--- src/rtl/core/ggt_pkg.sv ---
// Package for the generational grant table: table geometry, operation and
// status codes, controller states and the controller/datapath command and status structs.
// No dependencies.
package ggt_pkg;

	// Table geometry
	localparam int SLOTS     = 1024;
	localparam int IDX_W     = $clog2(SLOTS);
	localparam int LIVE_COLS = 32;
	localparam int COL_W     = $clog2(LIVE_COLS);
	localparam int ROWS      = SLOTS / LIVE_COLS;
	localparam int ROW_W     = IDX_W - COL_W;
	localparam int GEN_W     = 32;
	localparam int ADDR_W    = 64;

	// Operation codes
	typedef enum logic [1:0] {
		MODE_MINT    = 2'd0,
		MODE_RESOLVE = 2'd1,
		MODE_REVOKE  = 2'd2
	} mode_t;

	// Result status codes
	typedef enum logic [1:0] {
		STAT_OK     = 2'd0,
		STAT_FULL   = 2'd1,
		STAT_REJECT = 2'd2
	} status_t;

	// Controller states
	typedef enum logic [2:0] {
		S_CLEAR,
		S_IDLE,
		S_LOOK,
		S_FIND,
		S_EXEC
	} state_t;

	// Stored region of one slot
	typedef struct packed {
		logic [ADDR_W-1:0] base;
		logic [ADDR_W-1:0] length;
		logic              writable;
	} slot_data_t;

	// Controller to datapath
	typedef struct packed {
		logic in_ready;
		logic clear;
		logic capture;
		logic look;
		logic find;
		logic exec;
	} ggt_cmd_t;

	// Datapath to controller
	typedef struct packed {
		logic in_valid;
		logic clear_last;
		logic out_free;
	} ggt_stat_t;

endpackage

--- src/rtl/core/ggt_ctrl.sv ---
// Controller of the grant table: clearing pass after reset, then a
// capture / look / find / execute sequence per request beat.
// Depends on ggt_pkg.
module ggt_ctrl
	import ggt_pkg::*;
(
	input  logic      clk,
	input  logic      arst_n,
	input  ggt_stat_t stat,
	output ggt_cmd_t  cmd
);

	state_t state_q, state_d;

	// State register
	always_ff @(posedge clk or negedge arst_n) begin
		if (!arst_n) begin
			state_q <= S_CLEAR;
		end else begin
			state_q <= state_d;
		end
	end

	// Next state and commands
	always_comb begin
		cmd     = '0;
		state_d = state_q;
		unique case (state_q)
			S_CLEAR: begin
				cmd.clear = 1'b1;
				if (stat.clear_last) state_d = S_IDLE;
			end
			S_IDLE: begin
				cmd.in_ready = 1'b1;
				if (stat.in_valid) begin
					cmd.capture = 1'b1;
					state_d     = S_LOOK;
				end
			end
			S_LOOK: begin
				cmd.look = 1'b1;
				state_d  = S_FIND;
			end
			S_FIND: begin
				cmd.find = 1'b1;
				state_d  = S_EXEC;
			end
			S_EXEC: begin
				// wait here while the previous result still sits in the output register
				if (stat.out_free) begin
					cmd.exec = 1'b1;
					state_d  = S_IDLE;
				end
			end
			default: state_d = S_CLEAR;
		endcase
	end

endmodule

--- config.mk ---
export PLATFORM = sky130hd
export DESIGN_NAME = ggt_ctrl
export DESIGN_NICKNAME = d
export VERILOG_FILES = /design/src/rtl/core/ggt_pkg.sv /design/src/rtl/core/ggt_ctrl.sv
export SDC_FILE = /design/constraint.sdc
export NUM_CORES = 1
export LEC_CHECK = 0
export BUFFER_PORTS_ARGS = -buffer_cell sky130_fd_sc_hd__buf_2
export CAP_MARGIN = 20
export CELL_PAD_IN_SITES_DETAIL_PLACEMENT = 1
export CELL_PAD_IN_SITES_GLOBAL_PLACEMENT = 1
export CORE_AREA = 2 2 39 41
export CTS_CLUSTER_SIZE = 24
export DETAILED_ROUTE_END_ITERATION = 10
export DIE_AREA = 0 0 41 43
export PLACE_DENSITY = 0.47
export SYNTH_ARGS = -nofsm -noshare
export SYNTH_HDL_FRONTEND = slang
export SYNTH_SLANG_ARGS = --single-unit
--- constraint.sdc ---
create_clock -name clk -period 1.6 [get_ports clk]
set_input_delay 0.24 -clock clk [delete_from_list [all_inputs] [get_ports clk]]
set_output_delay 0.24 -clock clk [all_outputs]
set_load 0.03 [all_outputs]
# Yosys cells after proc, flatten, opt, wreduce, memory -nomap -nowiden
# Cells that the tools add are included.
dict set report classes {
  n_reduce_logical 2
  n_mux 12
  n_eq_ne 7
}
# cell n
set op_table {}
lappend op_table {{case mux 3 bit (5 select lines)} 1}
lappend op_table {{two-way mux 3 bit} 3}
lappend op_table {{two-way mux 1 bit} 8}
lappend op_table {{== test 3 x 2 -> 1 bit, second input constant} 2}
lappend op_table {{inequality test 2 bit, second input constant} 3}
lappend op_table {{== test 3 x 1 -> 1 bit, second input constant} 1}
lappend op_table {{== test 3 bit, second input constant} 1}
lappend op_table {{zero test 3 bit} 1}
lappend op_table {{AND reduction 3 bit} 1}
dict set report totals {
  regBits 3
  output_inout_bits 6
  inputBits 5
  wordCells 22
}

# Longest topological paths before layout
# Gate-level depths: netlist of the first run.
dict set report logic_depth {
  ltp_word 3
  depth_mapped 4
  depth_no_buf 3
}

# Worst setup path after synthesis of the first run
# No wires, ideal clock.
dict set report synth_timing {
  kind {register to output}
  start {register state_q[0]}
  end {output port cmd[2] in the netlist's numbering}
  path_stages_with_launch 3
  path_buffers 1
  slack_ns 0.133
  t_required_ns 1.360
  t_arrival_ns 1.227
  path_cell_list {dfrtp_1 -> buf_4 -> nor3b_1}
}
# element line
set synth_rtl {}
lappend synth_rtl {{from (decl)} ggt_ctrl.sv:13} ;# state_t state_q, state_d;
lappend synth_rtl {{from (signal assigned)} ggt_ctrl.sv:20} ;# state_q <= state_d;
lappend synth_rtl {{to (decl)} ggt_ctrl.sv:10} ;# output ggt_cmd_t cmd

==> flow_metrics.py, run 1 <==
metrics = {
    "yosys": {
        "ys_types": 15,
        "synthMuxAreaShare_pct": 5.88,
        "syn_inst": 21,
        "synthAdderAreaFrac_pct": 0,
        "netlist_area_um2": 191,
        "yosys.area_share.xor_xnor_pct": 0,
        "ys_ff_latch": 3,
        "synthSimpleGateAreaFrac_pct": 39.9,
        "synth.avg_cell_area_um2": 9.12,
        "synth-compound-area-share_pct": 9.15,
        "ys_seq_area_share_pct": 39.2,
        "yosysWarnings": 0,
        "synth_top_family_by_area": "simple AND/OR/NAND/NOR gates",
        "synth_nets": 26,
    },
    "sta": {
        "min_period_over_period_pct": 92.0,
        "fin_setup_tns_ns": 0,
        "hold_viol": 0,
        "rsz0062_at_grt": "no",
        "skew_ns": 0.00172,
        "finalCriticalPeriod_ns": 1.47,
        "finalMaxSlewViolations": 0,
        "max_clock_freq_mhz": 680,
        "worst_pin_slew_ns": 0.271,
        "finalSetupViolCount": 0,
        "relSlewSlack_pct": 81.9,
    },
    "power_and_ir_drop": {
        "intPower_uw": 337,
        "power.switching_uw": 319,
        "pwr-share-comb_pct": 52.5,
        "leakagePower_uw": 0.000150,
        "power_frac_clock_pct": 19.8,
        "pwr-share-seq_pct": 27.7,
        "ir_drop_mv": 0.474,
        "p_per_area_nw_per_um2": 2260,
        "p_sw_share_pct": 48.6,
        "total_power_uw": 656,
    },
    "finish": {
        "drive_above_1_share_pct": 48.6,
        "area_growth_syn_to_layout_pct": 51.6,
        "final_cell_mix": "buf_2, nor2_1, clkbuf_4, dfrtp_1",
        "largest_register_ffs": 3,
        "layout_commonest_cell": "buf_2",
        "design_area_um2": 290,
        "antenna_cells": 0,
        "largestRegisters": "state_q: 3 flops",
        "regMostFlops": "state_q",
        "nets": 41,
        "instances_no_fill": 51,
        "fillers": 177,
    },
    "worst_setup_path": {
        "crit_chain": "nor2_1 > and3_1 > buf_2",
        "crit_type": "reg -> out",
        "endpoint_kind": "output pin",
        "cp.arrival_ns": 1.23,
        "cp-start-kind": "flip-flop",
        "worst-path-max-fanout": 8,
        "cp.required_ns": 1.36,
        "reg2reg_depth": 3,
        "critPathSlowestCell": "dfrtp_1",
        "r2r-start": "state_q[0]",
        "rr_endpoint": "state_q[0]",
        "regToRegSetupSlack_ns": 0.44,
        "critPathMaxStageDelay_ns": 0.44,
    },
    "die": {
        "die_width_um": 41,
        "ios": 11,
        "core_um2": 1380,
        "row_count": 14,
        "initial_core_util_pct": 13.8,
        "die_area_um2": 1760,
        "die_h_um": 43,
    },
    "routing": {
        "drc": 0,
        "num_vias": 202,
        "firstDrtPassIters": 2,
        "drt_iter0_markers": 2,
        "via_per_inst": 3.96,
        "ant_nets": 0,
        "wirelength_um": 481,
        "wl_per_cell_um": 9.43,
    },
    "clock_tree": {
        "cts_setup_buffers": 0,
        "cts_resized": 0,
        "clock_path_buffers": 2,
        "cts_max_level": 1,
        "cts_made_buffers": 3,
        "clock-sinks": 3,
        "clk_pin_slew_worst_paths_ns": 0.04,
        "cts_root_buf": "clkbuf_4",
        "cts_tree": "built",
        "insertion_delay_ns": 0.23,
    },
    "hold_path": {
        "hp-start": "stat[0]",
        "whs_path_depth": 2,
        "holdPathEnd": "state_q[2]",
        "holdCritPathClass": "in -> reg",
    },
    "placed_design": {
        "dp_hpwl_um": 392,
        "gp_congestion": 0.641,
        "place_area_um2": 254,
        "io_buffers": 10,
        "place_inst": 46,
    },
    "run": {
        "cap_violations": 0,
    },
    "grt": {
        "grt_max_degree": 11,
        "first_global_vias": 202,
        "grt_overflow": 0,
        "antenna_found_initial": 0,
        "grt_use_total_pct": 7.73,
        "grt_pass1_wl_um": 828,
    },
    "run_status": {
        "status": "finished, final reports clean",
    },
}
## power groups by stage
stage	Combinational, uW	Clock [uW]	Sequential (uW)
final	345	130	182
after global routing	375	145	195
after CTS	352	141	185
after detailed placement	349	0	186
after global placement	352	0	180
after floorplan	303	0	145
## synth_stat cells, drive strengths merged
cell / instances / area share, %
a311o: 1 / 5.2
and2: 1 / 3.3
and3: 2 / 9.2
and3b: 1 / 5.2
buf: 1 / 3.9
dfrtp: 3 / 39
inv: 1 / 2.0
mux2: 1 / 5.9
nand2: 2 / 3.9
nor2: 4 / 9.2
nor3: 2 / 5.2
nor3b: 1 / 3.9
o21bai: 1 / 3.9
## timing repair
item,in CTS,in global routing
hold buffers,1,0
setup endpoints to repair,0,0
endpoints found under the hold margin,3,0
## kinds of logic (layout without fill, tap and decap cells)
group | after synthesis | count (layout)
and+or+nand+nor | 13 | 13
DFF | 3 | 3
AOI/OAI and AO/OA | 2 | 2
buffers and inverters | 2 | 16
muxes | 1 | 1
## final cells by class
class                      count  area [um2]  share of cell area, %
multi-input combinational     16         105                   36.2
inverter                       1        3.75                   1.29
sequential                     3        75.1                   25.9
tap                           16        20.0                   6.90
clock buffer                   4        26.3                   9.05
timing repair buffer          11        60.1                   20.7
## worst max-delay path, delay by kind of cell (launching register included)
kind	cells	cell delay (ns)
AND/OR/NAND/NOR	2	0.37
flip-flops	1	0.44
buffers and inverters	1	0.19
## metrics by stage
stage               hold slack, ns  util (%)  setup slack, ns
finish                       0.226      21.0            0.129
global route                 0.241      21.0           0.0609
CTS                          0.219      21.0            0.103
detailed placement          0.0379      18.4            0.362
global placement            0.0366      18.4            0.382
floorplan                  -0.0556         -            0.133
## metal layers
layer	global-route usage (%)	part of all wire [%]
met2	10.3	57
met3	3.14	2.1
met4	10.0	2.7
met1	7.40	37
met5	0	0
## worst max path at each step
stage	start	endpoint	slack (ns)	cells after the start
final	state_q[2]	cmd[3]	0.13	3
after global routing	state_q[0]	cmd[0]	0.06	3
after CTS	state_q[2]	cmd[3]	0.10	3
after detailed placement	state_q[2]	cmd[3]	0.36	3
after global placement	state_q[2]	cmd[3]	0.38	3
after floorplan	state_q[0]	cmd[2]	0.13	2
Note: power is estimated with default switching activity, not from simulation.
==> run 2, diff against run 1 <==
--- a/config.mk
+++ b/config.mk
@@ -14,6 +14,7 @@
 export DETAILED_ROUTE_END_ITERATION = 10
 export DIE_AREA = 0 0 41 43
 export PLACE_DENSITY = 0.47
+export REMOVE_ABC_BUFFERS = 1
 export SYNTH_ARGS = -nofsm -noshare
 export SYNTH_HDL_FRONTEND = slang
 export SYNTH_SLANG_ARGS = --single-unit
==> flow_metrics.py, run 2 (synthesis gave the netlist of run 1 again) <==
metrics = {
    "worst_setup_path": {
        "crit_start": "state_q[2]",
        "worst-path-max-fanout": 8,
        "crit_type": "reg -> out",
        "endpoint_kind": "output pin",
        "r2r-start": "state_q[0]",
        "regToRegSetupSlack_ns": 0.43,
        "cp-start-kind": "flip-flop",
        "cp.required_ns": 1.36,
        "cp.arrival_ns": 1.24,
    },
    "sta": {
        "setup_slack_ns": 0.123,
        "finalCriticalPeriod_ns": 1.48,
        "finalMaxSlewViolations": 0,
        "relSlewSlack_pct": 82.7,
        "rsz0062_at_grt": "no",
        "finalSetupViolCount": 0,
        "hold_ws_ns": 0.216,
        "min_period_over_period_pct": 92.3,
        "max_clock_freq_mhz": 677,
        "hold_viol": 0,
        "worst_pin_slew_ns": 0.259,
        "skew_ns": 0.00159,
        "fin_setup_tns_ns": 0,
    },
    "placed_design": {
        "dp_slack_ns": 0.362,
        "place_area_um2": 254,
        "gp_congestion": 0.664,
        "dp_hpwl_um": 382,
        "io_buffers": 10,
    },
    "power_and_ir_drop": {
        "leakagePower_uw": 0.000150,
        "ir_drop_mv": 0.633,
        "p_per_area_nw_per_um2": 2290,
    },
    "clock_tree": {
        "cts_resized": 0,
        "hold_buffers": 1,
        "insertion_delay_ns": 0.23,
        "clock-sinks": 3,
        "cts_tree": "built",
        "cts_root_buf": "clkbuf_4",
        "cts_setup_buffers": 0,
        "clk_pin_slew_worst_paths_ns": 0.04,
        "clock_path_buffers": 2,
        "cts_max_level": 1,
        "cts_made_buffers": 3,
    },
    "routing": {
        "wl_per_cell_um": 9.78,
        "wirelength_um": 499,
        "via_per_inst": 3.88,
        "drt_iter0_markers": 2,
        "firstDrtPassIters": 4,
        "num_vias": 198,
        "ant_nets": 0,
        "drc": 0,
    },
    "grt": {
        "grt_max_degree": 11,
        "first_global_vias": 184,
        "grt_pass1_wl_um": 724,
        "antenna_found_initial": 0,
        "grt_use_total_pct": 6.44,
        "grt_overflow": 0,
    },
    "die": {
        "initial_core_util_pct": 13.8,
        "die_width_um": 41,
        "die_h_um": 43,
        "core_um2": 1380,
        "die_area_um2": 1760,
        "row_count": 14,
        "ios": 11,
    },
    "finish": {
        "design_area_um2": 290,
        "layout_commonest_cell": "buf_2",
        "drive_above_1_share_pct": 48.6,
        "area_growth_syn_to_layout_pct": 51.6,
        "final_cell_mix": "buf_2, nor2_1, clkbuf_4, dfrtp_1",
        "largestRegisters": "state_q: 3 flops",
        "nets": 41,
        "postLayoutCoreUtil_pct": 21.0,
        "regMostFlops": "state_q",
        "largest_register_ffs": 3,
        "antenna_cells": 0,
    },
    "hold_path": {
        "holdCritPathClass": "in -> reg",
        "hp-start": "stat[0]",
    },
    "run_status": {
        "status": "finished, final reports clean",
    },
    "run": {
        "cap_violations": 0,
    },
}
run 2: cell counts in the layout (fill, tap and decap cells not counted):
Identical to the previous run, type by type.
run 2: layout make-up:
cell class                      count  area (um2)
Multi-Input combinational cell     16         105
Sequential cell                     3        75.1
Clock buffer                        4        26.3
Inverter                            1        3.75
Timing Repair Buffer               11        60.1
Fill cell                         167        1090
Tap cell                           16        20.0
run 2: where the power goes:
part | internal [uW] | switching [uW]
clock network | 93.5 | 40.1
registers | 111 | 71.8
logic | 133 | 216
run 2: path summary, 6_finish.rpt:
| check | endpoint | cells after the start |
|---|---|---|
| min | state_q[2] | 2 |
| max | cmd[3] | 3 |
| min reg2reg | state_q[1] | 1 |
| min in group asynchronous | state_q[2] | 2 |
| max in group asynchronous | state_q[0] | 2 |
| max reg2reg | state_q[0] | 3 |
run 2: through the flow:
stage                     cells  total power (uW)
after global routing         51               729
after detailed placement     46               537
after CTS                    51               680
final                        51               665
after floorplan              20               430
after global placement       46               529
run 2: critical path, cell delays in order, from the launching register on:
cell and delay [ns]:
dfrtp_1 0.45, nor2_1 0.19, and3_1 0.17, buf_2 0.19
run 2: routing by layer:
layer	vias up	wire length (um)	global-route usage [%]
met1	87	243	8.41
met4	0	0	6.00
met5	-	0	0
met2	10	201	7.19
li1	101	-	-
met3	0	54	3.14
==> run 3, diff against run 2 <==
--- a/config.mk
+++ b/config.mk
@@ -15,6 +15,7 @@
 export DIE_AREA = 0 0 41 43
 export PLACE_DENSITY = 0.47
 export REMOVE_ABC_BUFFERS = 1
+export SETUP_SLACK_MARGIN = 0.5
 export SYNTH_ARGS = -nofsm -noshare
 export SYNTH_HDL_FRONTEND = slang
 export SYNTH_SLANG_ARGS = --single-unit
==> flow_metrics.py, run 3 (synthesis gave the netlist of run 1 again) <==
metrics = {
    "run_status": {
        "status": "finished, final reports clean",
    },
    "routing": {
        "wirelength_um": 670,
        "ant_nets": 0,
        "via_per_inst": 4.09,
        "num_vias": 225,
        "drt_iter0_markers": 0,
        "firstDrtPassIters": 1,
        "drc": 0,
        "wl_per_cell_um": 12.2,
    },
    "sta": {
        "worst_pin_slew_ns": 0.192,
        "min_period_over_period_pct": 87.0,
        "hold_viol": 0,
        "rsz0062_at_grt": "yes",
        "fin_setup_tns_ns": 0,
        "skew_ns": 0.000248,
        "finalMaxSlewViolations": 0,
        "finalSetupViolCount": 0,
        "relSlewSlack_pct": 87.2,
        "finalCriticalPeriod_ns": 1.39,
        "max_clock_freq_mhz": 719,
    },
    "worst_setup_path": {
        "rr_endpoint": "state_q[0]",
        "critPathMaxStageDelay_ns": 0.47,
        "worst-path-max-fanout": 7,
        "crit_type": "reg -> out",
        "cp.required_ns": 1.36,
        "reg2reg_depth": 3,
        "cp-start-kind": "flip-flop",
        "crit_family": "flip-flops",
        "regToRegSetupSlack_ns": 0.42,
        "crit_end": "cmd[0]",
        "crit_chain": "nor2_2 > and3_4 > buf_6",
        "r2r-start": "state_q[2]",
        "endpoint_kind": "output pin",
        "cp.depth": 3,
        "crit_start": "state_q[1]",
        "crit_buf_inv": 1,
        "cp.arrival_ns": 1.15,
        "critPathSlowestCell": "dfrtp_2",
    },
    "placed_design": {
        "gp_congestion": 0.664,
        "dp_hpwl_um": 382,
        "io_buffers": 10,
    },
    "power_and_ir_drop": {
        "p_per_area_nw_per_um2": 2360,
        "ir_drop_mv": 0.633,
        "leakagePower_uw": 0.000175,
    },
    "die": {
        "core_um2": 1380,
        "die_width_um": 41,
        "ios": 11,
        "die_area_um2": 1760,
        "die_h_um": 43,
        "initial_core_util_pct": 13.8,
        "row_count": 14,
    },
    "run": {
        "cap_violations": 0,
    },
    "clock_tree": {
        "clock_path_buffers": 2,
        "clk_pin_slew_worst_paths_ns": 0.04,
        "cts_root_buf": "clkbuf_4",
        "cts_made_buffers": 3,
        "insertion_delay_ns": 0.23,
        "cts_tree": "built",
        "clock-sinks": 3,
        "cts_max_level": 1,
    },
    "finish": {
        "largestRegisters": "state_q: 3 flops",
        "fillers": 172,
        "nets": 45,
        "drive_above_1_share_pct": 76.9,
        "regMostFlops": "state_q",
        "largest_register_ffs": 3,
        "postLayoutCoreUtil_pct": 27.6,
        "antenna_cells": 0,
        "area_growth_syn_to_layout_pct": 99.3,
        "layout_commonest_cell": "buf_4",
        "final_cell_mix": "buf_4, buf_2, buf_6",
    },
    "grt": {
        "first_global_vias": 253,
        "antenna_found_initial": 0,
        "grt_use_total_pct": 8.96,
        "grt_max_degree": 8,
        "grt_pass1_wl_um": 1030,
        "grt_overflow": 0,
    },
    "hold_path": {
        "holdCritPathClass": "in -> reg",
        "hp-start": "stat[0]",
    },
}
==> run 3: changes by cell type in the layout (fill, tap and decap cells not counted), moves of 2 or more <==
cell	previous run	this run
buf_2	10	4
buf_4	0	6
buf_6	0	4
dfrtp_1	3	0
dfrtp_2	0	3
nor2_1	3	1
==> run 3: layout make-up <==
cell class	instances	area [um2]	area share, %
multi-input cells	16	133	34.8
clock buffers	4	26.3	6.89
inverters	1	3.75	0.984
well taps	16	20.0	5.25
flip-flops and latches	3	78.8	20.7
repair buffers	15	120	31.5
==> run 3: per-stage QoR <==
step                worst slack, ns  std cells  power, uW  area, um2  hold WS (ns)
finish                        0.209         55        900        382         0.212
global route                  0.148         55        984        382         0.218
CTS                           0.221         55        859        362         0.217
detailed placement            0.362         46        537        254        0.0383
global placement              0.390         46        529        254        0.0356
floorplan                     0.166         20        430        184       -0.0556
==> run 3: worst min-delay path by stage <==
stage / slack (ns) / to / cells past startpoint
after floorplan: -0.06 / state_q[0] / 0
after global placement: 0.04 / state_q[2] / 1
after detailed placement: 0.04 / state_q[1] / 1
after CTS: 0.22 / state_q[2] / 2
after global routing: 0.22 / state_q[2] / 2
final: 0.21 / state_q[2] / 2
==> run 3: where the power goes <==
part / switching (uW) / internal, uW / total, uW
Combinational: 264 / 293 / 557
Sequential: 88.4 / 118 / 207
Clock: 42.4 / 93.7 / 136
Total: 395 / 505 / 900
==> run 3: repair_timing <==
| action | in CTS | in global routing |
|---|---|---|
| buffers inserted | 4 | 0 |
| endpoints found under the hold margin | 3 | 0 |
| resized for setup | 17 | 5 |
| pin swaps | 2 | 3 |
| gates cloned | 0 | 0 |
| hold buffers | 1 | 0 |
| setup endpoints to repair | 7 | 8 |
==> run 3: metal layers <==
metal  part of all wire, %  track usage (%)
met1                    36             9.42
met2                    56             14.1
met3                   8.2             3.14
met4                     0             6.00
met5                     0                0
